## src/rtl/bvsf_pkg.sv

```systemverilog
// bvsf_pkg: shared widths, register indexes and item structs for the safety filter
// no dependencies
`timescale 1ns / 1ps
package bvsf_pkg;
  localparam int unsigned VelW  = 16;
  localparam int unsigned DistW = 16;
  localparam int unsigned GradW = 16;
  localparam int unsigned CfgW  = 16;
  localparam int unsigned IdxW  = 1;
  localparam int unsigned SumW  = 33;   // sum of three squares
  localparam int unsigned RadW  = 27;   // sqrt(S * 2^20)
  localparam int unsigned QW    = 15;   // unit component magnitude
  localparam int unsigned NumW  = 40;   // |g| * 2^24 plus rounding
  localparam int unsigned PhiW  = 48;
  localparam int unsigned WW    = 64;
  localparam int unsigned FifoDepthDef = 4;
  localparam logic [CfgW-1:0] SafeDistRst  = 16'd128;
  localparam logic [CfgW-1:0] DecayRateRst = 16'd256;
  localparam logic [IdxW-1:0] RegSafeDist  = 1'b0;
  localparam logic [IdxW-1:0] RegDecayRate = 1'b1;

  typedef struct packed {
    logic signed [VelW-1:0]  vx;
    logic signed [VelW-1:0]  vy;
    logic signed [VelW-1:0]  vz;
    logic                    command_present;
    logic                    map_valid;
    logic signed [DistW-1:0] obstacle_distance;
    logic signed [GradW-1:0] grad_x;
    logic signed [GradW-1:0] grad_y;
    logic signed [GradW-1:0] grad_z;
  } in_item_t;

  typedef struct packed {
    logic signed [VelW-1:0] vx;
    logic signed [VelW-1:0] vy;
    logic signed [VelW-1:0] vz;
    logic                   was_corrected;
  } out_item_t;

  // front to back: classified item
  typedef struct packed {
    logic signed [VelW-1:0]  vx;
    logic signed [VelW-1:0]  vy;
    logic signed [VelW-1:0]  vz;
    logic signed [DistW-1:0] obs_dist;
    logic signed [GradW-1:0] gx;
    logic signed [GradW-1:0] gy;
    logic signed [GradW-1:0] gz;
  } work_t;
endpackage

```

## src/rtl/bvsf_if.sv

```systemverilog
// bvsf_in_if / bvsf_out_if / bvsf_cfg_if: valid-ready channels
// depends on bvsf_pkg
`timescale 1ns / 1ps
interface bvsf_in_if;
  logic valid;
  logic ready;
  bvsf_pkg::in_item_t data;
  modport source (output valid, output data, input ready);
  modport sink (input valid, input data, output ready);
endinterface


```

## src/rtl/bvsf_front.sv

```systemverilog
// bvsf_front: accepts items, drops those without command, map or gradient
// depends on bvsf_pkg
`timescale 1ns / 1ps
module bvsf_front (
  input  logic             clk_i,
  input  logic             rst_ni,
  bvsf_in_if.sink          in_ch,
  input  logic             full_i,
  output logic             push_o,
  output bvsf_pkg::work_t  push_data_o
);
  logic keep_d, keep_q;
  bvsf_pkg::work_t w_q;
  logic acc;

  assign in_ch.ready = !(keep_q && full_i);
  assign acc = in_ch.valid && in_ch.ready;
  assign keep_d = in_ch.data.command_present && in_ch.data.map_valid &&
                  ((in_ch.data.grad_x != '0) || (in_ch.data.grad_y != '0) ||
                   (in_ch.data.grad_z != '0));
  assign push_o = keep_q;
  assign push_data_o = w_q;

  always_ff @(posedge clk_i or negedge rst_ni) begin
    if (!rst_ni) begin
      keep_q <= 1'b0;
    end else if (in_ch.ready) begin
      keep_q <= acc && keep_d;
    end
  end

  always_ff @(posedge clk_i) begin
    if (in_ch.ready) begin
      w_q <= '{vx: in_ch.data.vx, vy: in_ch.data.vy, vz: in_ch.data.vz,
               obs_dist: in_ch.data.obstacle_distance, gx: in_ch.data.grad_x,
               gy: in_ch.data.grad_y, gz: in_ch.data.grad_z};
    end
  end
endmodule

```

## src/flat_wrapper.sv

```systemverilog
// flat-port wrapper written by rule: the top's interface ports become plain ports
module bvsf_front_flat 
  (clk_i, rst_ni, full_i, push_o, push_data_o, in_ch_valid, in_ch_data, in_ch_ready);
  bvsf_in_if in_ch_i ();
  input  logic clk_i;
  input  logic rst_ni;
  input  logic full_i;
  output logic push_o;
  output bvsf_pkg::work_t push_data_o;
  input wire logic [$bits(in_ch_i.valid)-1:0] in_ch_valid;
  input wire logic [$bits(in_ch_i.data)-1:0] in_ch_data;
  output wire logic [$bits(in_ch_i.ready)-1:0] in_ch_ready;
  assign in_ch_i.valid = in_ch_valid;
  assign in_ch_i.data = in_ch_data;
  assign in_ch_ready = in_ch_i.ready;
  bvsf_front u_core (.clk_i(clk_i), .rst_ni(rst_ni), .in_ch(in_ch_i), .full_i(full_i), .push_o(push_o), .push_data_o(push_data_o));
endmodule
```

## config.mk

```make
export PLATFORM = sky130hd
export DESIGN_NAME = bvsf_front_flat
export DESIGN_NICKNAME = d
export VERILOG_FILES = /design/src/rtl/bvsf_pkg.sv /design/src/rtl/bvsf_if.sv /design/src/rtl/bvsf_front.sv /design/src/flat_wrapper.sv
export SDC_FILE = /design/constraint.sdc
export NUM_CORES = 1
export LEC_CHECK = 0
export BUFFER_PORTS_ARGS = -buffer_cell sky130_fd_sc_hd__buf_4
export CAP_MARGIN = 10
export CELL_PAD_IN_SITES_DETAIL_PLACEMENT = 1
export CELL_PAD_IN_SITES_GLOBAL_PLACEMENT = 2
export CORE_MARGIN = 2
export CORE_UTILIZATION = 28
export CTS_BUF_LIST = sky130_fd_sc_hd__clkbuf_4 sky130_fd_sc_hd__clkbuf_8
export DETAILED_ROUTE_END_ITERATION = 7
export PLACE_DENSITY_LB_ADDON = 0.1
export SETUP_SLACK_MARGIN = 0.02
export SLEW_MARGIN = 40
export SYNTH_ARGS = -nofsm -noshare
export SYNTH_HDL_FRONTEND = slang
export SYNTH_SLANG_ARGS = --single-unit
```

## constraint.sdc

```tcl
create_clock -name clk_i -period 4.2 [get_ports clk_i]
set_input_delay 0.21 -clock clk_i [delete_from_list [all_inputs] [get_ports clk_i]]
set_output_delay 0.21 -clock clk_i [all_outputs]
set_load 0.02 [all_outputs]
```

Word-level counts from Yosys, hierarchy flattened:

Index checks and enable logic that the tools add are counted.

* register bits after elaboration: 113
* latch bits: 0
* bits in writable memories: 0
* bits in read-only memories: 0
* output and inout port bits: 114
* word-level logic and storage cells: 19
* memories kept: 0

* add/sub/neg operators: 0
* multipliers: 0
* div/mod/pow operators: 0
* order comparisons: 0
* equal/unequal tests: 0
* shifts and indexed selects: 0
* mux-type cells: 0
* bitwise operators: 0
* reduce and logical (&&, ||, !) cells: 11

Operators by type and width (count)
* nonzero test 16 bit: 3
* logical AND 1 bit: 5
* logical OR 1 bit: 2
* zero test 1 bit: 1

Longest topological paths before layout:

Gate-level depths: netlist (run 1).

* depth in word-level cells: 5
* depth in mapped cells: 4
* mapped depth without buffers: 4

Worst setup path after synthesis (run 1):

OpenSTA, ideal clock, no wires.

* path type: register to register
* from: register u_core.keep_q (netlist: u_core.push_o)
* to: register u_core.w_q (netlist bit u_core.push_data_o[0]), enable pin
* data arrival time: 2.413 ns
* data required time: 3.149 ns
* slack: 0.736 ns
* stages on the path, launching flop included: 2
* path buffers: 0
* clock period less this slack: 3.464 ns
* path through: dfrtp_1 -> nand2_1

* longest elaborated chain between the ends: 1

RTL lines
* from (decl): RTL line bvsf_front.sv:12 `logic keep_d, keep_q;`
* from (signal assigned): RTL line bvsf_front.sv:28 `keep_q <= acc && keep_d;`
* logical AND 1 bit: RTL line bvsf_front.sv:16 `assign in_ch.ready = !(keep_q && full_i);`
* to (signal assigned): RTL line bvsf_front.sv:34 `w_q <= '{vx: in_ch.data.vx, vy: in_ch.data.vy, vz: in_ch.data.vz,`
* to (decl): RTL line bvsf_front.sv:13 `bvsf_pkg::work_t w_q;`

Every way passes these cells.
A chain may end at the register's enable or synchronous reset.

Final worst setup path (run 1):

* from: input port in_ch_data[5]
* to: register u_core.keep_q (netlist: u_core.push_o)

* longest elaborated chain between the ends: 4

RTL lines
* from (decl): RTL line flat_wrapper.sv:11 `input wire logic [$bits(in_ch_i.data)-1:0] in_ch_data;`
* nonzero test 16 bit: RTL line bvsf_front.sv:20 `(in_ch.data.grad_z != '0));`
* logical OR 1 bit: RTL line bvsf_front.sv:19 `((in_ch.data.grad_x != '0) || (in_ch.data.grad_y != '0) ||`
* logical AND 1 bit: RTL line bvsf_front.sv:18 `assign keep_d = in_ch.data.command_present && in_ch.data.map_valid &&`
* logical AND 1 bit: RTL line bvsf_front.sv:28

Every way passes these cells.

==> results.tsv, run 1 <==
metric	value	unit
port_buffers	231	
seq_area_frac_synth	96.6	%
cts_sinks	113	
synth_cell_types	9	
numPlacedInstances	533	
drtAntennaViolNets	0	
grt_pass1_vias	3092	
drtIter0Drc	110	
crit_fanout	2	
ys_ff_latch	113	
synth_fa_ha_area_share	0	%
gp_congestion	0.716	
finalHoldViolations	0	
synth.avg_cell_area	26.6	um^2
dr.pass1.iters	4	
vias	2810	
required	4480	ps
ir_drop	0.198	mV
start_util	29.0	%
end_kind	register	
synth_top_family_by_area	simple AND/OR/NAND/NOR gates	
tightestPinTransition	879	ps
drv_slew	0	
num-nets-final	615	
fmax	514	MHz
yosys_warnings	0	
cts-root-buf	clkbuf_8	
rows	40	
synthXorXnorAreaFrac	0	%
drv_cap	0	
antenna_cells	0	
insertion_delay	420	ps
synth_mux_area_share	0	%
area_growth	97.9	%
fin_area	6940	um^2
p_per_area	386	nW/um^2
status	finished clean	
antenna_found_initial	0	
max-clock-path-buffers	2	
cts_tree	built	
min_period	1950	ps
ctsHoldBuffers	113	
drive_gt1_share	51.0	%
die-area	13400	um^2
postCtsSetupRepairBufs	0	
grt_usage	17.4	%
grt_pass1_wl	16.7	mm
final_util	57.3	%
path_cells	dlygate4sd3_1, buf_4, nor4_1, nand4_1, nor3_1, o21ai_1	
crit_type	in -> reg	
netlist_instances	132	
p_leak	2.97	nW
routed_wl	11.7	mm
finalCritPeriodShare	46.3	%
whs	76.1	ps
via_per_inst	4.14	
crit_slowest_cell	nor4_1	
syn_area	3510	um^2
placed_cell_area	5470	um^2
skew	8.03	ps
gr-total-overflow	0	
worstPathArrival	2230	ps
slowest_delay	760	ps
finalSetupTns	0	ps
fp.dieW	116	um
min_path_type	in -> reg	
start_kind	input port	
htree_num_levels	4	
rsz0062_at_grt	false	
path_clk_slew	70	ps
relSlewSlack	40.9	%
synth-simple-area-share	3.25	%
io-pin-count	232	
grt_max_degree	44	
rrSetupSlack	2380	ps
cts_resized	0	
synth_nets	250	
route.detailed.drc	0	
setup_violations	0	
die_y	116	um
core_area	12100	um^2
avgRoutedWirePerCell	17.3	um
cts_made_buffers	17	
synth_compound_area_share	0.143	%
fin_cells	678	
-- critical path, delay by kind of cell --
family	cells	cell delay, ps
AOI/OAI and AO/OA	1	90
buffers and inverters	2	710
and+or+nand+nor	3	1220
-- report_power, final --
group	switching, mW	internal, mW
Clock	0.406	0.475
Combinational	0.206	0.234
Sequential	0.0245	1.33
Total	0.636	2.04
-- routing by layer --
metal | part of all wire (%) | GRT usage, %
met5 | 0 | 0
met1 | 36 | 17.7
met3 | 8.6 | 6.80
met2 | 54 | 31.4
met4 | 1.7 | 7.78
-- registers in the layout (all words and copies together) (netlist names) --
| signal | count |
|---|---|
| u_core.push_o | 1 |
| u_core.push_data_o | 112 |
-- layout by cell type, fill, tap and decap left out, types with 3 or more instances in the layout --
cell,count
buf_4,233
clkinv_1,7
clkbuf_8,17
clkbuf_4,4
clkinv_2,3
nand4_1,3
nor4_1,11
edfxtp_1,112
dlygate4sd3_1,113
-- final timing paths --
kind,start,endpoint,depth (start not counted)
min in group asynchronous,rst_ni,u_core.push_o$_DFFE_PN0N_,2
hold reg to reg,u_core.push_o$_DFFE_PN0N_,u_core.push_data_o[2]$_DFFE_PN_,1
hold / removal,in_ch_valid,u_core.push_o$_DFFE_PN0N_,3
setup / recovery,in_ch_data[5],u_core.push_o$_DFFE_PN0N_,6
setup reg to reg,u_core.push_o$_DFFE_PN0N_,u_core.push_data_o[80]$_DFFE_PN_,2
max in group asynchronous,rst_ni,u_core.push_o$_DFFE_PN0N_,2
-- metrics by stage --
step	setup WS (ps)	total power [mW]
after floorplan	736	1.51
after global placement	2410	1.72
after detailed placement	2380	1.73
after CTS	2350	2.71
after global routing	2220	2.79
final	2250	2.68
-- cells by family (layout without fill, tap and decap cells) --
family	count (synthesis)	in the layout
AND/OR/NAND/NOR	18	18
buffers and inverters	0	378
AO/OA/AOI/OAI	1	1
flip-flops	113	113
-- Yosys cell counts, drive strengths merged --
library cell | count | share of area (%)
nor3 | 1 | 0.14
nor4 | 12 | 2.3
nand3 | 1 | 0.14
o21ai | 1 | 0.14
dfrtp | 1 | 0.71
edfxtp | 112 | 96
nand2 | 1 | 0.11
nand4 | 3 | 0.54
-- cell type report --
| type | instances | area [um^2] |
|---|---|---|
| Tap cell | 168 | 210 |
| Clock buffer | 21 | 264 |
| Timing Repair Buffer | 346 | 2880 |
| Fill cell | 1193 | 5170 |
| Clock inverter | 11 | 71.3 |
| Sequential cell | 113 | 3390 |
| Multi-Input combinational cell | 19 | 126 |
Power figures use the tool's default switching activity.
==> run 2, diff against run 1 <==
--- a/config.mk
+++ b/config.mk
@@ -10,7 +10,7 @@
 export CELL_PAD_IN_SITES_DETAIL_PLACEMENT = 1
 export CELL_PAD_IN_SITES_GLOBAL_PLACEMENT = 2
 export CORE_MARGIN = 2
-export CORE_UTILIZATION = 28
+export CORE_UTILIZATION = 25
 export CTS_BUF_LIST = sky130_fd_sc_hd__clkbuf_4 sky130_fd_sc_hd__clkbuf_8
 export DETAILED_ROUTE_END_ITERATION = 7
 export PLACE_DENSITY_LB_ADDON = 0.1
==> constraint.sdc (replaced) <==
create_clock -name clk_i -period 1.6 [get_ports clk_i]
set_input_delay 0.08 -clock clk_i [delete_from_list [all_inputs] [get_ports clk_i]]
set_output_delay 0.08 -clock clk_i [all_outputs]
set_load 0.02 [all_outputs]
==> run 2 against run 1 <==
- the flow now stops in clock tree synthesis
- synthesized cell count did not move
- synthesized area did not move
==> results.tsv, run 2 <==
metric	value	unit
yosysTopAreaCell	edfxtp_1	
cts-root-buf	clkbuf_8	
synth_nets	250	
syn_area	3510	um^2
cts_made_buffers	17	
yosysMostFrequentCell	edfxtp_1	
status	stopped before the end	
gp_congestion	0.699	
yosys_warnings	0	
io-pin-count	232	
synthArstFlopShare	0.885	%
stop_stage	clock tree synthesis	
htree_num_levels	4	
post-synth-top-area-fraction	95.9	%
synth_enable_flop_cells	112	
cts_resized	1	
synthTopCellsByCount	edfxtp_1, nor4_1, nand4_1	
fp.dieW	122	um
die_y	122	um
ys_ff_latch	113	
postCtsSetupRepairBufs	0	
ctsHoldBuffers	116	
synth.avg_cell_area	26.6	um^2
cts_sinks	113	
synth.area.top_cells	edfxtp_1, nor4_1, dfrtp_1, nand4_1, nor4_2	
max-clock-path-buffers	2	
synth_flop_cell	edfxtp_1	
rows	43	
synth_cell_types	9	
start_util	25.5	%
firstError	[ERROR RSZ-0060] Max buffer count reached.	
netlist_instances	132	
port_buffers	231	
post-dp-hpwl	7.44	mm
seq_area_frac_synth	96.6	%
[run 2: cells by family after synthesis]
family,synth area share [%]
AND/OR/NAND/NOR,3.25
flip-flops,96.6
AO/OA/AOI/OAI,0.143
[run 2: metrics by stage]
step | hold slack [ps] | utilization [%] | setup slack (ps) | std cells | instance area [um^2]
floorplan | -216 | - | 194 | 132 | 3520
global placement | -144 | 40.4 | 245 | 547 | 5560
detailed placement | -142 | 40.4 | 248 | 547 | 5560
==> run 3, diff against run 2 <==
==> config.mk (replaced) <==
export PLATFORM = sky130hd
export DESIGN_NAME = bvsf_front_flat
export DESIGN_NICKNAME = d
export VERILOG_FILES = /design/src/rtl/bvsf_pkg.sv /design/src/rtl/bvsf_if.sv /design/src/rtl/bvsf_front.sv /design/src/flat_wrapper.sv
export SDC_FILE = /design/constraint.sdc
export NUM_CORES = 1
export LEC_CHECK = 0
export BUFFER_PORTS_ARGS = -buffer_cell sky130_fd_sc_hd__buf_4
export CAP_MARGIN = 10
export CORE_MARGIN = 2
export CORE_UTILIZATION = 35
export DETAILED_ROUTE_END_ITERATION = 7
export PLACE_DENSITY_LB_ADDON = 0.15
export SLEW_MARGIN = 40
export SYNTH_ARGS = -nofsm -noshare
export SYNTH_HDL_FRONTEND = slang
export SYNTH_SLANG_ARGS = --single-unit
==> constraint.sdc (replaced) <==
create_clock -name clk_i -period 2.1 [get_ports clk_i]
set_input_delay 0.105 -clock clk_i [delete_from_list [all_inputs] [get_ports clk_i]]
set_output_delay 0.105 -clock clk_i [all_outputs]
set_load 0.02 [all_outputs]
==> run 3 against run 2 <==
- the run again fails in clock tree synthesis
- synthesized area did not move
- synthesized cell count unchanged
==> results.tsv, run 3 <==
metric	value	unit
synth_enable_flop_cells	112	
syn_area	3510	um^2
rows	36	
status	stopped before the end	
yosys_warnings	0	
cts-root-buf	clkbuf_8	
cts_resized	0	
cts_sinks	113	
gp_congestion	0.709	
stop_stage	clock tree synthesis	
cts_made_buffers	17	
yosysMostFrequentCell	edfxtp_1	
fp.dieW	104	um
synthArstFlopShare	0.885	%
max-clock-path-buffers	2	
seq_area_frac_synth	96.6	%
htree_num_levels	4	
ys_ff_latch	113	
synth_nets	250	
synth.area.top_cells	edfxtp_1, nor4_1, dfrtp_1, nand4_1, nor4_2	
synth_cell_types	9	
post-synth-top-area-fraction	95.9	%
post-dp-hpwl	6.88	mm
synth.avg_cell_area	26.6	um^2
die_y	104	um
synth_flop_cell	edfxtp_1	
ctsHoldBuffers	107	
port_buffers	231	
start_util	36.0	%
netlist_instances	132	
postCtsSetupRepairBufs	0	
yosysTopAreaCell	edfxtp_1	
firstError	[ERROR RSZ-0060] Max buffer count reached.	
io-pin-count	232	
synthTopCellsByCount	edfxtp_1, nor4_1, nand4_1	
==> run 3: cell counts after synthesis <==
Identical to the previous run, type by type.
==> run 3: cells by family after synthesis <==
| group | count (synthesis) | share of synthesized area, % |
|---|---|---|
| AND/OR/NAND/NOR | 18 | 3.25 |
| flip-flops | 113 | 96.6 |
| AO/OA/AOI/OAI | 1 | 0.143 |
==> run 3: through the flow <==
step                hold WS [ps]  utilization (%)  cell area (um^2)  setup slack, ps  std cells
floorplan                   -191                -              3510              384        132
global placement            -118             56.1              5460              736        498
detailed placement          -117             56.1              5460              698        498
