## src/rtl/bvsf_pkg.sv

```systemverilog
// bvsf_pkg: shared widths, register indexes and item structs for the safety filter
// no dependencies
`timescale 1ns / 1ps
package bvsf_pkg;
  localparam int unsigned VelW  = 16;
  localparam int unsigned DistW = 16;
  localparam int unsigned GradW = 16;
  localparam int unsigned CfgW  = 16;
  localparam int unsigned IdxW  = 1;
  localparam int unsigned SumW  = 33;   // sum of three squares
  localparam int unsigned RadW  = 27;   // sqrt(S * 2^20)
  localparam int unsigned QW    = 15;   // unit component magnitude
  localparam int unsigned NumW  = 40;   // |g| * 2^24 plus rounding
  localparam int unsigned PhiW  = 48;
  localparam int unsigned WW    = 64;
  localparam int unsigned FifoDepthDef = 4;
  localparam logic [CfgW-1:0] SafeDistRst  = 16'd128;
  localparam logic [CfgW-1:0] DecayRateRst = 16'd256;
  localparam logic [IdxW-1:0] RegSafeDist  = 1'b0;
  localparam logic [IdxW-1:0] RegDecayRate = 1'b1;

  typedef struct packed {
    logic signed [VelW-1:0]  vx;
    logic signed [VelW-1:0]  vy;
    logic signed [VelW-1:0]  vz;
    logic                    command_present;
    logic                    map_valid;
    logic signed [DistW-1:0] obstacle_distance;
    logic signed [GradW-1:0] grad_x;
    logic signed [GradW-1:0] grad_y;
    logic signed [GradW-1:0] grad_z;
  } in_item_t;

  typedef struct packed {
    logic signed [VelW-1:0] vx;
    logic signed [VelW-1:0] vy;
    logic signed [VelW-1:0] vz;
    logic                   was_corrected;
  } out_item_t;

  // front to back: classified item
  typedef struct packed {
    logic signed [VelW-1:0]  vx;
    logic signed [VelW-1:0]  vy;
    logic signed [VelW-1:0]  vz;
    logic signed [DistW-1:0] obs_dist;
    logic signed [GradW-1:0] gx;
    logic signed [GradW-1:0] gy;
    logic signed [GradW-1:0] gz;
  } work_t;
endpackage

```

## src/rtl/bvsf_fifo.sv

```systemverilog
// bvsf_fifo: short queue between front and back
// depends on bvsf_pkg
`timescale 1ns / 1ps
module bvsf_fifo #(
  parameter int unsigned Depth = bvsf_pkg::FifoDepthDef
) (
  input  logic             clk_i,
  input  logic             rst_ni,
  input  logic             push_i,
  input  bvsf_pkg::work_t  push_data_i,
  output logic             full_o,
  input  logic             pop_i,
  output logic             empty_o,
  output bvsf_pkg::work_t  pop_data_o
);
  localparam int unsigned AW = (Depth > 1) ? $clog2(Depth) : 1;
  bvsf_pkg::work_t mem [Depth];
  logic [AW-1:0] wp_q, rp_q;
  logic [AW:0]   cnt_q;

  function automatic logic [AW-1:0] inc(input logic [AW-1:0] p);
    inc = (p == AW'(Depth - 1)) ? '0 : p + 1'b1;
  endfunction

  assign full_o     = (cnt_q == (AW + 1)'(Depth));
  assign empty_o    = (cnt_q == '0);
  assign pop_data_o = mem[rp_q];

  always_ff @(posedge clk_i) begin
    if (push_i && !full_o) mem[wp_q] <= push_data_i;
  end

  always_ff @(posedge clk_i or negedge rst_ni) begin
    if (!rst_ni) begin
      wp_q <= '0; rp_q <= '0; cnt_q <= '0;
    end else begin
      if (push_i && !full_o) wp_q <= inc(wp_q);
      if (pop_i && !empty_o) rp_q <= inc(rp_q);
      cnt_q <= cnt_q + (AW + 1)'(push_i && !full_o) - (AW + 1)'(pop_i && !empty_o);
    end
  end

  a_no_overflow: assert property (@(posedge clk_i) disable iff (!rst_ni)
    full_o && !pop_i |=> full_o) else $error("fifo count lost");
  a_cnt_range: assert property (@(posedge clk_i) disable iff (!rst_ni)
    cnt_q <= (AW + 1)'(Depth)) else $error("fifo count out of range");
  a_empty_pop: assert property (@(posedge clk_i) disable iff (!rst_ni)
    empty_o && !push_i |=> empty_o) else $error("fifo emptied wrongly");
endmodule

```

## config.mk

```make
export PLATFORM = sky130hd
export DESIGN_NAME = bvsf_fifo
export DESIGN_NICKNAME = d
export VERILOG_FILES = /design/src/rtl/bvsf_pkg.sv /design/src/rtl/bvsf_fifo.sv
export SDC_FILE = /design/constraint.sdc
export NUM_CORES = 1
export LEC_CHECK = 0
export CAP_MARGIN = 30
export CORE_ASPECT_RATIO = 1.4
export CORE_MARGIN = 2
export CORE_UTILIZATION = 50
export CTS_BUF_LIST = sky130_fd_sc_hd__clkbuf_4
export DETAILED_ROUTE_END_ITERATION = 8
export DONT_BUFFER_PORTS = 1
export PLACE_DENSITY = 0.75
export SYNTH_ARGS = -nofsm -noshare
export SYNTH_HDL_FRONTEND = slang
export SYNTH_SLANG_ARGS = --single-unit
```

## constraint.sdc

```tcl
create_clock -name clk_i -period 5.6 [get_ports clk_i]
set_input_delay 0.56 -clock clk_i [delete_from_list [all_inputs] [get_ports clk_i]]
set_output_delay 0.56 -clock clk_i [all_outputs]
set_load 0.02 [all_outputs]
```

* After elaboration in Yosys (flattened, before gate mapping)
Memory sizes are Yosys's and may differ from the RTL's.
Cells that the tools add are included.
** Storage, ports and cells
- ROM bits :: 0
- Latch bits :: 0
- Input bits :: 116
- Logic and storage cells :: 20
- Output and inout bits :: 114
- Memories :: 1
- Flip-flop bits (word level) :: 7
- Bits in writable memories :: 448
** Memory list
- mem :: words 4, width 112, rd ports 1, clocked after Yosys merged registers in 0, wr ports 1, RTL line bvsf_fifo.sv:17 : bvsf_pkg::work_t mem [Depth];
** Cells by class
- Bitwise gates (word level) :: 0
- Add/subtract/negate cells :: 4
- Shift-type cells :: 0
- Multipliers :: 0
- Div/mod/pow operators :: 0
- Reductions and logical operators :: 5
- Equality and inequality tests :: 3
- Muxes and demuxes :: 4
- Magnitude comparators :: 0
** Operator list (number)
- adder 2 x 1 -> 2 bit (second input constant) :: 2
- == test 2 bit (second input constant) :: 2
- 2-to-1 mux 2 bit :: 2
- adder 3 x 1 -> 3 bit :: 1
- == test 3 bit (second input constant) :: 1
- zero test 3 bit :: 1
- subtractor 3 x 1 -> 3 bit :: 1
- logical AND 1 bit :: 2
- zero test 1 bit :: 2
- 2-to-1 mux 1 bit :: 2

* Longest topological paths before layout
Gate-level depths: netlist of the first run.
- Depth after elaboration :: 5
- Depth in mapped cells :: 9
- Mapped depth without buffers :: 9

* Least setup slack after synthesis of the first run
Ideal clock, no wire load.
- Path kind :: register -> register
- From :: register cnt_q[2]
- To :: memory mem[0][0] (netlist bit) (enable)
- Path buffers :: 0
- Required time :: 5.116 ns
- Clock period less this slack :: 3.988 ns
- Data arrival time :: 3.504 ns
- Path slack :: 1.612 ns
- Setup time :: 0.484 ns
- Stages on the path, launching flop included :: 4
- Cells stage by stage :: dfrtp_1 nor3b_2 nor2b_1 and2_1
** On the way
- Word-level cells in the longest chain between the ends :: 5
** Ends and longest elaborated chain
- start, declared :: RTL line bvsf_fifo.sv:19 : logic [AW:0] cnt_q;
- start signal, assigned :: RTL line bvsf_fifo.sv:39 : cnt_q <= cnt_q + (AW + 1)'(push_i && !full_o) - (AW + 1)'(pop_i && !empty_o);
- == test 3 bit :: RTL line bvsf_fifo.sv:25 : assign full_o = (cnt_q == (AW + 1)'(Depth));
- via full_o :: RTL line bvsf_fifo.sv:11 : output logic full_o,
- zero test 1 bit :: RTL line bvsf_fifo.sv:30 : if (push_i && !full_o) mem[wp_q] <= push_data_i;
- logical AND 1 bit :: RTL line bvsf_fifo.sv:30
- 2-to-1 mux 1 bit :: RTL line bvsf_fifo.sv:30
- 2-to-1 mux 1 bit (implied by the code) :: RTL line bvsf_fifo.sv:30
- end, declared :: RTL line bvsf_fifo.sv:17
The timed path passes the listed nets, and every way through them passes these cells.

==> results of run 1 <==
## through the flow
step,utilization,instance area (µm²)
6_report,0.598,19400
5_1_grt,0.598,19400
4_1_cts,0.597,19400
3_5_place_dp,0.526,17100
3_3_place_gp,0.525,17100
2_1_floorplan,-,16600
## kinds of logic (layout without fill, tap and decap cells)
group           after synthesis  after routing  synth area share
mux                         115            115             0.154
fa+ha+maj                     8              8           0.00649
compound gates                1              1          0.000377
flops                       455            455             0.822
simple gates                 11             11           0.00400
buf+inv                      33            299            0.0123
other cells                   0              6                 0
xor+xnor                      2              2           0.00106
## layer usage
| metal | vias to the layer above | GRT usage |
|---|---|---|
| met5 | - | 0 |
| li1 | 3156 | - |
| met3 | 73 | 0.0570 |
| met2 | 288 | 0.343 |
| met1 | 3782 | 0.195 |
| met4 | 2 | 0.0940 |
## report_power, final
part / leakage [nW] / switching, mW / internal [mW] / total (mW)
clock: 0.698 / 1.18 / 1.18 / 2.35
sequential: 4.18 / 0.261 / 4.49 / 4.75
combinational: 1.41 / 1.88 / 1.07 / 2.94
total: 6.29 / 3.31 / 6.73 / 10.0
## cell type report
cell class | count | area [µm²] | share of cell area
inverter | 7 | 26.3 | 0.00135
antenna | 6 | 15.0 | 0.000772
sequential | 455 | 13600 | 0.701
tap | 440 | 551 | 0.0283
clock buffer | 138 | 1040 | 0.0533
timing repair buffer | 126 | 1280 | 0.0660
clock inverter | 28 | 136 | 0.00701
multi-input combinational | 137 | 2760 | 0.142
## flip-flops by register name, indices dropped and copies added (netlist names)
| signal | count |
|---|---|
| wp_q | 2 |
| rp_q | 2 |
| cnt_q | 3 |
| mem | 448 |
## placed cells by master, fill, tap and decap left out
cell type | synthesis | routed
buf_12 | 0 | 1
nor3b_2 | 1 | 1
diode_2 | 0 | 6
xnor2_1 | 2 | 2
mux4_2 | 112 | 112
bufinv_16 | 0 | 1
buf_16 | 0 | 2
nand2b_1 | 1 | 1
buf_4 | 1 | 9
o22ai_1 | 1 | 1
inv_1 | 7 | 7
nor3_1 | 1 | 1
ha_1 | 7 | 7
nand2_1 | 1 | 1
dfrtp_1 | 7 | 5
dlygate4sd3_1 | 0 | 114
and2_4 | 0 | 4
edfxtp_1 | 448 | 448
dfrtp_4 | 0 | 2
clkinv_1 | 0 | 23
fa_1 | 1 | 1
inv_2 | 0 | 2
clkbuf_4 | 0 | 138
clkinv_2 | 0 | 1
nor2b_1 | 1 | 1
mux2_2 | 3 | 3
nor2_1 | 2 | 2
clkinvlp_4 | 0 | 1
## worst max-delay path, delay by kind of cell, from the launching register on
kind / cells / cell delay [ps]
multiplexers: 1 / 530
flip-flops: 1 / 950
buffers and inverters: 1 / 830
## worst max-delay path by stage
| stage | start | endpoint | cells after the start |
|---|---|---|---|
| 5_1_grt | rp_q[1] | pop_data_o[9] | 2 |
| 6_report | rp_q[1] | pop_data_o[27] | 2 |
| 3_3_place_gp | cnt_q[2] | mem[2][45] | 4 |
| 3_5_place_dp | rp_q[1] | pop_data_o[27] | 2 |
| 4_1_cts | rp_q[1] | pop_data_o[34] | 2 |
| 2_1_floorplan | cnt_q[2] | mem[0][0] | 3 |
==> metrics, run 1 <==
status=finished, final reports clean; HP Class=input pin to asynchronous set/reset pin; detailed placement HPWL=between 15000 and 20000 µm; register area share after synthesis=0.822; initial core utilization=0.510; Total GRT Usage=0.188; Post-synth ARST share=0.0154; Max H-tree Level=3; dpl cells=1050; Yosys top cell by area=edfxtp_1; r2r worst-path depth=4; Primary FF master, synth=edfxtp_1; post-CTS sizing=0; worst setup path class=flop to primary output; total wire length=31900 µm; worst skew pair latency=780 ps; pre-CTS setup slack=between 2000 and 3000 ps; R2R Path Start=cnt_q[2]; largest net degree at the start of global routing=63; CTS tree=done; maximum root-to-sink buffer count=3; critical-path cell with the highest stage delay=dfrtp_4; minimum clock period=3670 ps; Die Span X=158 µm; Setup Fix Bufs, Post-CTS=0; setup TNS=0 ps; floorplan row count=between 70 and 80; # IOs=230; unrepaired setup endpoints after global routing=no; Max VDD drop=between 400 and 500 µV; critical-path cell list=buf_4, mux4_2; Yosys top cell area share=0.811; Yosys reg bits=455; Leak=about 6.3 nW; DRT Pass-1 Iters=5; Post-Syn Instances=around 630; met3 WL=2190 µm; EDFF count, synth=around 450; # fillers=2204; Final WS setup=roughly 1900 ps; final hold violations=0; Rel. slew slack=0.404; Post-DRT Antenna Nets=0; Vias per Instance=between 5 and 6; max cap viols=0; synthesized area=roughly 17000 µm²; syn nets=about 750; wire per inst=23.9 µm; fin. max-slew vios=0; Synth top cells by count=448 x edfxtp_1, 112 x mux4_2, 13 x buf_2; total power draw=10.0 mW; Max Fanout on Critical Path=60; final net count=950; Tcrit/Tclk final=0.656; Worst Max-Slew Pin Slew=894 ps; worst hold slack=155 ps; CP max stage delay=950 ps; area grow syn2layout=17.3%; Core ar.=32500 µm²; Worst-path clk slew=around 70 ps; drt initial violations=389; root buffer selected by CTS=clkbuf_4; cts hold-fix bufs=114; RR Endpoint=mem[3][62]; via count=7301; Yosys warnings=0; clk_skew=44.2 ps; met2 wire length=17900 µm; type of element capturing the critical path=primary output; most frequent cell after synthesis=edfxtp_1; die area=roughly 35000 µm²; highest routed layer=met5; CTS sink count=455; initial antenna violation count=6; crit path DAT=approximately 3100 ps; Startpoint Class=flop; global route total overflow=0; vias in the first global route=8393; Met1 Wirelength=10800 µm; # DRC=0; FMAX=0.272 GHz; IO buf count=0; GPL Wtd Cong=0.732; synth top area cells=edfxtp_1 81%, mux4_2 15%, dfrtp_1 1.1%; Avg Cell Area, Syn=approximately 27 µm²; final setup fails=0; fin cells=roughly 1300; share of cells above drive strength 1=0.311; Vert. Die Dim=220 µm; PwrDens=516 nW/µm²; Synth cell types=20; flop2flop setup slack=2830 ps; WP data required=5040 ps; Num CTS Buffers=99; global-route wire length before repair=47400 µm
Note: power is estimated with default switching activity, not from simulation.
==> run 2, diff against run 1 <==
--- a/config.mk
+++ b/config.mk
@@ -5,6 +5,7 @@
 export SDC_FILE = /design/constraint.sdc
 export NUM_CORES = 1
 export LEC_CHECK = 0
+export ABC_AREA = 1
 export CAP_MARGIN = 30
 export CORE_ASPECT_RATIO = 1.4
 export CORE_MARGIN = 2
==> constraint.sdc (replaced) <==
create_clock -name clk_i -period 3.45 [get_ports clk_i]
set_input_delay 0.345 -clock clk_i [delete_from_list [all_inputs] [get_ports clk_i]]
set_output_delay 0.345 -clock clk_i [all_outputs]
set_load 0.02 [all_outputs]
==> metrics, run 2 <==
Switching Share=0.387; synthesized area=18400 µm²; # DRC=0; max reg flops=roughly 450; Post-Syn Instances=1365; Avg Cell Area, Syn=roughly 13 µm²; combinational fraction of design power=0.333; Yosys top cell by area=edfxtp_1; Yosys warnings=0; syn nets=1489; Num CTS Buffers=100; detailed placement HPWL=around 20000 µm; initial core utilization=0.504; dpl cells=1777; most frequent cells in the layout=448 x edfxtp_1, 353 x nand2_1, 237 x inv_1, 217 x o211ai_1, 147 x clkbuf_4; vias in the first global route=11000; final net count=1652; Post-DRT Antenna Nets=0; register area share after synthesis=0.740; WP data required=3110 ps; floorplan row count=83; Net Switching=6.81 mW; cts hold-fix bufs=116; total power draw=around 18 mW; minimum clock period=2990 ps; Synth cell types=16; share of cells above drive strength 1=0.119; via count=approximately 11000; drt initial violations=714; fin cells=2076; HP Class=input pin to flop; post-CTS sizing=0; Max H-tree Level=3; commonest non-fill, non-tap cell in the layout=edfxtp_1; Yosys top cell area share=0.730; synth top area cells=edfxtp_1 73%, o211ai_1 8.8%, nand2_1 7.2%; fin. max-slew vios=0; internal power=10.8 mW; sequential fraction of design power=0.436; IO buf count=0; root buffer selected by CTS=clkbuf_4; status=finished, final reports clean; Top delay family on crit path=flip-flops; wire per inst=17.4 µm; Worst Max-Slew Pin Slew=806 ps; initial antenna violation count=5; Vias per Instance=5.18; die area=a little under 40000 µm²; PwrDens=834 nW/µm²; Largest Register=mem; Leak=8.06 nW; # IOs=230; Die Span X=166 µm; worst setup path class=flop to primary output; Synth top cells by count=448 x edfxtp_1, 353 x nand2_1, 237 x inv_1; CTS sink count=455; most frequent cell after synthesis=edfxtp_1; Yosys reg bits=455; Total GRT Usage=0.187; global-route wire length before repair=56000 µm; maximum root-to-sink buffer count=3; Vert. Die Dim=approximately 230 µm; CP max stage delay=890 ps; unrepaired setup endpoints after global routing=no; CP bufs+invs=1; Max VDD drop=721 µV; total wire length=36200 µm; CTS tree=done; FMAX=0.335 GHz; global route total overflow=0; Startpoint Class=flop; largest net degree at the start of global routing=108; DRT Pass-1 Iters=6; GPL Wtd Cong=approximately 0.75; clock power share=0.230; Core ar.=36600 µm²; crit path DAT=about 2600 ps; Max Fanout on Critical Path=107; largest registers=mem x448, cnt_q x3; final hold violations=0; critical-path cell with the highest stage delay=dfrtp_4; critical-path cell list=buf_12, nand2_1, o211ai_1, nand2_1; Setup Fix Bufs, Post-CTS=0; Final Util=0.577; worst skew pair latency=750 ps; Rel. slew slack=0.463; Post-synth ARST share=0.0154; clk_skew=29.4 ps; Worst-path clk slew=70 ps; CP dominant cell by count=nand2_1; Tcrit/Tclk final=0.866; Primary FF master, synth=edfxtp_1; type of element capturing the critical path=primary output; EDFF count, synth=448; max cap viols=0; area grow syn2layout=14.5%; final setup fails=0
[run 2: kinds of logic (layout without fill, tap and decap cells)]
| logic type | count (synthesis) | count (layout) | share of synthesized area |
|---|---|---|---|
| AOI/OAI and AO/OA | 224 | 224 | 0.0932 |
| adders and majority gates | 8 | 8 | 0.00584 |
| buffers and inverters | 313 | 552 | 0.0864 |
| DFF | 455 | 455 | 0.740 |
| other | 0 | 5 | 0 |
| and+or+nand+nor | 365 | 365 | 0.0748 |
[run 2: cell type report]
class,instances,area [µm²]
timing repair buffer,136,1450
clock inverter,31,185
fill,2741,15500
tap,467,584
clock buffer,147,1100
inverter,238,896
multi-input combinational,597,3230
antenna,5,12.5
sequential,455,13600
[run 2: through the flow]
stage / hold slack (ps) / TNS, ps / worst slack, ps / instance area, µm²
floorplan: 49.4 / -271900 / -607 / 18400
global placement: 49.9 / 0 / 1320 / 18600
detailed placement: 49.8 / 0 / 1270 / 18600
CTS: 177 / 0 / 387 / 21100
global route: 211 / 0 / 266 / 21100
finish: 288 / 0 / 464 / 21100
[run 2: metal layers]
layer | global-route usage | wire (µm)
met4 | 0.0986 | 1420
met1 | 0.196 | 13200
met3 | 0.0572 | 2410
met5 | 0 | 13
met2 | 0.337 | 19200
[run 2: final timing paths]
kind / startpoint / end / slack (ps) / cells past startpoint
max in group asynchronous: rst_ni / rp_q[0] / 2680 / 2
worst min register to register: cnt_q[0] / cnt_q[0] / 540 / 1
min in group asynchronous: rst_ni / rp_q[1] / 470 / 2
worst min-delay path: push_data_i[110] / mem[0][110] / 290 / 1
worst max register to register: cnt_q[1] / cnt_q[2] / 1250 / 9
worst max-delay path: rp_q[0] / pop_data_o[40] / 460 / 4
[run 2: power by group through the flow]
stage          Combinational, mW  Sequential, mW  Clock [mW]
6_report                    5.86            7.68        4.05
3_5_place_dp                5.76            7.81           0
3_3_place_gp                5.64            7.75           0
4_1_cts                     5.94            7.69        4.16
2_1_floorplan               5.05            7.65           0
5_1_grt                     6.40            7.78        4.43
==> run 3, diff against run 2 <==
--- a/config.mk
+++ b/config.mk
@@ -9,11 +9,12 @@
 export CAP_MARGIN = 30
 export CORE_ASPECT_RATIO = 1.4
 export CORE_MARGIN = 2
-export CORE_UTILIZATION = 50
+export CORE_UTILIZATION = 30
 export CTS_BUF_LIST = sky130_fd_sc_hd__clkbuf_4
 export DETAILED_ROUTE_END_ITERATION = 8
 export DONT_BUFFER_PORTS = 1
-export PLACE_DENSITY = 0.75
+export PLACE_DENSITY = 0.44
+export SETUP_SLACK_MARGIN = 0.02
 export SYNTH_ARGS = -nofsm -noshare
 export SYNTH_HDL_FRONTEND = slang
 export SYNTH_SLANG_ARGS = --single-unit
==> metrics, run 3 (synthesis gave the netlist of run 2 again) <==
final hold violations=0; crit path DAT=between 2000 and 3000 ps; WP data required=3110 ps; CTS sink count=455; Post-Place Cell Area=19200 µm²; share of cells above drive strength 1=0.128; detailed placement HPWL=23000 µm; Post-DRT Antenna Nets=0; Vert. Die Dim=297 µm; flop2flop setup slack=1230 ps; total wire length=40800 µm; Rel. slew slack=0.465; RR Endpoint=mem[1][3]; # fillers=6029; post-CTS sizing=0; maximum root-to-sink buffer count=3; clk_skew=about 18 ps; Total GRT Usage=0.131; Core ar.=60800 µm²; r2r worst-path depth=5; Worst-path clk slew=70 ps; Reg area=13600 µm²; Final Util=0.358; global-route wire length before repair=around 63000 µm; Startpoint Class=flop; Largest Register=mem; initial antenna violation count=3; CTS tree=done; most frequent cells in the layout=448 x edfxtp_1, 353 x nand2_1, 237 x inv_1, 217 x o211ai_1, 154 x clkbuf_4; area grow syn2layout=18.0%; DRT Pass-1 Iters=4; FMAX=about 0.33 GHz; status=finished, final reports clean; area of the multi-input gates=around 3200 µm²; worst setup path class=flop to primary output; R2R Path Start=cnt_q[1]; HP Class=input pin to flop; fin. max-slew vios=0; Max Fanout on Critical Path=70; vias in the first global route=~11000; IO buf count=0; initial core utilization=0.303; Die Span X=between 200 and 250 µm; Crit. Startpoint=rp_q[0]; unrepaired setup endpoints after global routing=no; PwrDens=834 nW/µm²; global route total overflow=0; Worst Max-Slew Pin Slew=802 ps; max reg flops=approximately 450; Tcrit/Tclk final=0.871; design area=21700 µm²; hold depth=1; final net count=between 1500 and 2000; # DRC=0; largest net degree at the start of global routing=115; commonest non-fill, non-tap cell in the layout=edfxtp_1; drt initial violations=450; final setup fails=0; Leak=around 8.2 nW; # IOs=230; die area=63400 µm²; largest registers=mem x448, cnt_q x3; Max H-tree Level=3; Num CTS Buffers=between 100 and 150; Vias per Instance=roughly 4.4; minimum clock period=3010 ps; root buffer selected by CTS=clkbuf_4; wire per inst=16.7 µm; GPL Wtd Cong=0.724; type of element capturing the critical path=primary output; worst hold start=push_data_i[38]; via count=~11000; Setup Fix Bufs, Post-CTS=0; Max VDD drop=533 µV; floorplan row count=107; Hold EP=mem[0][38]; cts hold-fix bufs=116; worst skew pair latency=890 ps; max cap viols=0
[run 3: cell types whose count changed in the layout (fill, tap and decap cells not counted)]
cell	delta
buf_12	+6
buf_4	+5
bufinv_16	+1
clkbuf_4	+7
clkinv_1	-2
clkinv_2	+2
clkinv_4	-1
clkinvlp_4	-1
diode_2	-4
inv_2	-2
[run 3: layout make-up]
class                      count  share of cell area
tap                          817              0.0470
clock buffer                 154              0.0532
multi-input combinational    597               0.149
inverter                     238              0.0412
sequential                   455               0.627
antenna                        1            0.000115
clock inverter                28             0.00892
timing repair buffer         147              0.0739
[run 3: routing by layer]
metal	GRT usage	vias up	part of all wire
met5	0	-	0.00064
met4	0.0635	4	0.027
met3	0.0399	76	0.062
met2	0.224	262	0.50
met1	0.147	5122	0.41
li1	-	5182	-
[run 3: worst max path at each step]
stage / cells after the start / slack [ps] / to
finish: 4 / 440 / pop_data_o[99]
global route: 5 / 230 / pop_data_o[95]
CTS: 4 / 280 / pop_data_o[99]
detailed placement: 5 / 1150 / mem[1][60]
global placement: 5 / 1200 / mem[1][60]
floorplan: 4 / -610 / mem[0][0]
[run 3: through the flow]
stage | setup TNS [ps] | hold WS (ps) | worst slack (ps) | total power [mW] | instances
2_1_floorplan | -271900 | 49.4 | -607 | 12.7 | 1365
3_3_place_gp | 0 | 49.9 | 1200 | 13.9 | 2138
3_5_place_dp | 0 | 49.9 | 1150 | 14.0 | 2138
4_1_cts | 0 | 44.8 | 283 | 18.6 | 2436
5_1_grt | 0 | 76.8 | 226 | 19.4 | 2437
6_report | 0 | 170 | 444 | 18.1 | 2437
[run 3: report_power, final]
group	internal, mW	switching [mW]	leakage (nW)	total [mW]
sequential	7.26	0.293	4.19	7.55
combinational	1.53	4.72	3.19	6.25
clock	2.25	2.08	0.800	4.34
total	11.0	7.09	8.18	18.1
[run 3: critical path: stages (launching register included)]
cell and delay, ps:
dfrtp_4 700, buf_12 340, buf_4 310, o211ai_1 140
nand2_1 240
